==> src/rtl/pgvu_pkg.sv <==
// Shared types, widths and step functions for the gravity velocity update pipeline.
`default_nettype none

package pgvu_pkg;

  // field and datapath widths
  localparam int POS_W    = 24;
  localparam int VEL_W    = 24;
  localparam int MASS_W   = 16;
  localparam int GRAV_W   = 16;
  localparam int MIND_W   = 23;
  localparam int OFF_W    = 25;
  localparam int R2_W     = 50;
  localparam int ROOT_W   = 25;
  localparam int SQREM_W  = 26;
  localparam int GM_W     = 32;
  localparam int NUM_W    = 57;
  localparam int DEN_W    = 75;
  localparam int Q_W      = 25;
  localparam int NV_W     = 26;
  localparam int CFG_IDX_W = 2;
  localparam int CFG_DAT_W = 23;

  // latencies of the root and divide pipelines
  localparam int SQRT_LAT = ROOT_W;
  localparam int DIV_LAT  = Q_W + 1;
  localparam int PIPE_LAT = 3 + SQRT_LAT + 3 + DIV_LAT + 1;

  localparam logic [Q_W-1:0]    DELTA_CAP  = Q_W'(1) << (Q_W - 1);
  localparam logic [GRAV_W-1:0] GRAV_RESET = GRAV_W'(2560);
  localparam logic [MIND_W-1:0] MIND_RESET = MIND_W'(3840);

  typedef enum logic [CFG_IDX_W-1:0] {
    REG_GRAVITY  = 2'd0,
    REG_MIN_DIST = 2'd1
  } cfg_reg_e;

  typedef struct packed {
    logic signed [POS_W-1:0] body_x;
    logic signed [POS_W-1:0] body_y;
    logic signed [VEL_W-1:0] body_vx;
    logic signed [VEL_W-1:0] body_vy;
    logic [MASS_W-1:0]       body_mass;
    logic signed [POS_W-1:0] planet_x;
    logic signed [POS_W-1:0] planet_y;
    logic [MASS_W-1:0]       planet_mass;
  } in_t;

  typedef struct packed {
    logic signed [VEL_W-1:0] new_vx;
    logic signed [VEL_W-1:0] new_vy;
    logic                    applied;
  } out_t;

  typedef struct packed {
    logic [ROOT_W-1:0]  q;
    logic [SQREM_W-1:0] rem;
  } sq_t;

  typedef struct packed {
    logic             bit_q;
    logic [DEN_W-1:0] rem;
  } dv_t;

  // one digit of the integer square root
  function automatic sq_t sqrt_step(input logic [ROOT_W-1:0] q,
                                    input logic [SQREM_W-1:0] rem,
                                    input logic [1:0] pair);
    logic [SQREM_W+1:0] cur;
    logic [SQREM_W+1:0] trial;
    sq_t r;
    cur   = {rem, pair};
    trial = {1'b0, q, 2'b01};
    if (cur >= trial) begin
      r.rem = SQREM_W'(cur - trial);
      r.q   = {q[ROOT_W-2:0], 1'b1};
    end else begin
      r.rem = cur[SQREM_W-1:0];
      r.q   = {q[ROOT_W-2:0], 1'b0};
    end
    return r;
  endfunction

  // one quotient bit of the restoring divide
  function automatic dv_t div_step(input logic [DEN_W-1:0] rem,
                                   input logic [DEN_W-1:0] den,
                                   input logic nbit);
    logic [DEN_W:0] cur;
    dv_t r;
    cur = {rem, nbit};
    if (cur >= {1'b0, den}) begin
      r.rem   = DEN_W'(cur - {1'b0, den});
      r.bit_q = 1'b1;
    end else begin
      r.rem   = cur[DEN_W-1:0];
      r.bit_q = 1'b0;
    end
    return r;
  endfunction

endpackage

`default_nettype wire

==> src/rtl/pgvu_sqrt.sv <==
// Pipelined integer square root, one result bit per stage.
`default_nettype none

module pgvu_sqrt (
  input  wire logic                         clk,
  input  wire logic [pgvu_pkg::R2_W-1:0]    r2_i,
  output logic      [pgvu_pkg::ROOT_W-1:0]  root_o
);
  import pgvu_pkg::*;

  logic [ROOT_W-1:0]  q_r   [0:ROOT_W-1];
  logic [SQREM_W-1:0] rem_r [0:ROOT_W-1];
  logic [R2_W-1:0]    x_r   [0:ROOT_W-1];

  // first digit from the top bit pair
  sq_t st0;
  always_comb begin
    st0 = sqrt_step('0, '0, r2_i[R2_W-1 -: 2]);
  end

  always_ff @(posedge clk) begin
    q_r[0]   <= st0.q;
    rem_r[0] <= st0.rem;
    x_r[0]   <= r2_i << 2;
  end

  // remaining digits, one pair per stage
  genvar i;
  generate
    for (i = 1; i < ROOT_W; i++) begin : g_stage
      sq_t st;
      always_comb begin
        st = sqrt_step(q_r[i-1], rem_r[i-1], x_r[i-1][R2_W-1 -: 2]);
      end
      always_ff @(posedge clk) begin
        q_r[i]   <= st.q;
        rem_r[i] <= st.rem;
        x_r[i]   <= x_r[i-1] << 2;
      end
    end
  endgenerate

  assign root_o = q_r[ROOT_W-1];

endmodule

`default_nettype wire

==> config.mk <==
export PLATFORM = sky130hd
export DESIGN_NAME = pgvu_sqrt
export DESIGN_NICKNAME = d
export VERILOG_FILES = /design/src/rtl/pgvu_pkg.sv /design/src/rtl/pgvu_sqrt.sv
export SDC_FILE = /design/constraint.sdc
export NUM_CORES = 2
export LEC_CHECK = 0
export BUFFER_PORTS_ARGS = -buffer_cell sky130_fd_sc_hd__buf_2
export CAP_MARGIN = 20
export CORE_UTILIZATION = 40
export CTS_CLUSTER_DIAMETER = 100
export DETAILED_ROUTE_END_ITERATION = 8
export PLACE_DENSITY = 0.66
export SYNTH_ARGS = -nofsm -noshare
export SYNTH_HDL_FRONTEND = slang
export SYNTH_SLANG_ARGS = --single-unit
==> constraint.sdc <==
create_clock -name clk -period 4 [get_ports clk]
set_input_delay 0.2 -clock clk [delete_from_list [all_inputs] [get_ports clk]]
set_output_delay 0.2 -clock clk [all_outputs]
set_load 0.02 [all_outputs]
==> flow_summary.toml <==
[clock_tree]
numCtsBuffers = 158
cts_buffer_depth = 3
post-cts-setup-buffer-count = 0
htreeDepth = 4
cts_resized = 0
clkTransAtPathRegs_ns = 0.06
insertion_delay_ns = 0.77
cts_tree = "built"
clock-sinks = 1514
cts-root-buf = "clkbuf_16"

[final_layout]
antenna_cells = 0
post-route-util_pct = 46.9
regArea_um2 = 30300
multi_input_area_um2 = 22300
final_area_um2 = 63500
syn_to_final_growth_pct = 16.4
fillerInstances = 12298
drive_above_1_share_pct = 8.58
nNetsFinal = 5948

[sta]
whs_ns = 0.0704
slew-limit-headroom_pct = 39.9
finalHoldViolCount = 0
finalMaxSlewViolations = 0
setup_viol = 0
fin_skew_ns = 0.0307
min_period_over_period_pct = 85.5
finalWorstSetupSlack_ns = 0.582
tightest_slew_ns = 0.889
period_needed_ns = 3.42
rsz0062_at_grt = "no"
tns_ns = 0
clock.fmax_ghz = 0.293

[global_routing]
grt_overflow = 0
grt_start_max_net_pins = 46
antenna_found_initial = 0
grt_pass1_wl_um = 164000
first_global_vias = 35210
grt_usage_pct = 14.3

[power]
pwr_density_cell_nw_per_um2 = 650
leakage_nw = 29.8
vdd_drop_max_mv = 0.472

[yosys]
synth-seq-area-share_pct = 55.6
async_reset_ff_share_pct = 0
ys_seq_elements = 1514
syn_inst = 5282
syn-num-nets = 5685
ys.flop_type = "dfxtp_1"
synthDistinctLibCells = 92
avgSynthCellArea_um2 = 10.3
synth_edf_count = 0
syn_area_um2 = 54500
ys.warnings.count = 0

[placement]
dp_hpwl_um = 71100
post-place-ws_ns = 0.481
place_area_um2 = 57100
port_buffers = 75
place_congestion = 0.926

[critical_path]
reg2reg_to = "rem_r[2][32]"
cpPeakStageDelay_ns = 0.68
start_kind = "register"
slowest_stage = "a2111oi_0"
crit_start = "q_r[1][0]"
crit_path_end_kind = "register"
critPathMaxFanout = 25
crit_type = "register to register"
required_ns = 4.64
ff2ff_path_depth = 10
crit_chain = "inv_1 -> ha_1 -> nor2b_1 -> o21ai_0 -> a21oi_1 -> a2111oi_0 -> o21bai_1 -> a211o_1 -> buf_4 -> mux2_2"
crit_arrival_ns = 4.06
crit-reg2reg-launch = "q_r[1][0]"
crit_path_end = "rem_r[2][32]"
ff2ff_setup_slack_ns = 0.58

[routing]
wirelength_um = 98600
routedWlPerCell_um = 13.2
first_iter_violations = 2187
num_vias = 35746
drc = 0
dr.pass1.iters = 6
ant_nets = 0
via_per_inst = 4.79

[floorplanning]
dieArea_um2 = 138000
initial_core_util_pct = 40.3
core_area_um2 = 135000
rows = 135
die_h_um = 371
die_x_um = 371
num_io_pins = 76

[hold_path]
hold_path.class = "input port to register"

[status]
status = "finished clean"

[job]
max_cap_violations = 0
## Yosys cell counts, types with 11 or more instances
cell type / instances / area (um^2)
inv_1: 433 / 1630
clkbuf_1: 61 / 229
and3_1: 35 / 219
dfxtp_1: 1514 / 30300
a21oi_1: 356 / 1780
nand2_1: 335 / 1260
nand4_1: 51 / 319
mux2_2: 52 / 586
nor2b_1: 57 / 357
nand2b_1: 71 / 444
a211oi_1: 24 / 180
nor4_1: 82 / 513
nor3b_1: 15 / 113
nor2_1: 334 / 1250
or3_1: 48 / 300
xnor2_1: 246 / 2150
nand3b_1: 12 / 90.1
o31ai_1: 24 / 180
nand3_1: 65 / 325
or4_1: 20 / 150
a31o_2: 11 / 96.3
and2_1: 17 / 106
a2111oi_0: 17 / 149
or2_2: 24 / 150
o211ai_1: 14 / 105
ha_1: 352 / 4400
xor2_1: 231 / 2020
o21bai_1: 21 / 158
nor3_1: 120 / 601
buf_2: 17 / 85.1
a31oi_1: 25 / 156
a21o_1: 130 / 976
o21a_1: 67 / 503
a21boi_0: 12 / 90.1
o21ai_0: 243 / 1220
## state kept, by name, indices dropped and copies added (netlist names)
signal  cells
x_r       600
q_r       325
rem_r     589
## worst min path at each step
stage                 endpoint  cells after the start      from  slack (ns)
detailed placement  x_r[0][19]                      1  r2_i[19]        0.30
CTS                 x_r[0][27]                      2  r2_i[27]      0.0001
floorplan            x_r[0][0]                      0   r2_i[0]        0.23
finish              x_r[0][29]                      2  r2_i[29]        0.07
global placement    x_r[0][18]                      1  r2_i[18]        0.30
global route        x_r[0][32]                      2  r2_i[32]        0.03
## timing repair
action                                  4_1_cts  5_1_grt
hold buffers                                 81        0
hold endpoints to repair                     51        0
endpoints found under the setup margin        0        0
## through the flow
step | std cells | power [mW]
3_3_place_gp | 7084 | 26.2
4_1_cts | 7455 | 41.7
2_1_floorplan | 5282 | 24.6
6_report | 7456 | 41.3
3_5_place_dp | 7084 | 26.3
5_1_grt | 7456 | 43.5
## cells by family after synthesis
logic type / count (synthesis) / share of synthesized area [%]
AND/OR/NAND/NOR: 1325 / 12.0
flip-flops: 1514 / 55.6
adder cells (fa/ha/maj): 352 / 8.07
AO/OA/AOI/OAI: 1035 / 11.8
other: 1 / 0.00687
buffers and inverters: 518 / 3.63
multiplexers: 60 / 1.22
XOR/XNOR: 477 / 7.66
## per-layer routing
layer / track usage [%] / routed length [um]
met3: 2.96 / 3890
met1: 17.2 / 45000
met2: 24.2 / 45700
met4: 6.88 / 3960
met5: 0 / 0
## area by class of cell
type                    instances  area share (%)
well taps                    1781            3.51
repair buffers                185            2.28
multi-input cells            3250            35.2
flip-flops and latches       1514            47.7
clock inverters                79            1.73
inverters                     436            2.58
clock buffers                 211            7.03
## worst max-delay path, delay by kind of cell (launching register included)
kind / cells / cell delay, ns
DFF: 1 / 0.32
and+or+nand+nor: 1 / 0.14
adders and majority gates: 1 / 0.33
AOI/OAI and AO/OA: 5 / 1.88
muxes: 1 / 0.29
buffers and inverters: 2 / 0.33
## where the power goes
| group | internal (mW) | switching (mW) | total [mW] |
|---|---|---|---|
| logic | 3.20 | 3.58 | 6.78 |
| registers | 17.7 | 1.79 | 19.5 |
| clock network | 9.09 | 5.92 | 15.0 |
| total | 30.0 | 11.3 | 41.3 |
## placed cells by master, fill, tap and decap left out, types with 48 or more instances in the layout
master and count:
nand4_1 51, nor4_1 82, nand2b_1 71, nand2_1 335
mux2_2 52, o21a_1 67, or3_1 48, dfxtp_1 1514
a21o_1 130, nor2b_1 57, ha_1 352, xor2_1 231
buf_2 75, inv_1 433, nor3_1 120, a21oi_1 355
o21ai_0 243, dlygate4sd3_1 81, nor2_1 334, xnor2_1 246
nand3_1 65, clkbuf_16 159
Note: power is estimated with default switching activity, not from simulation.
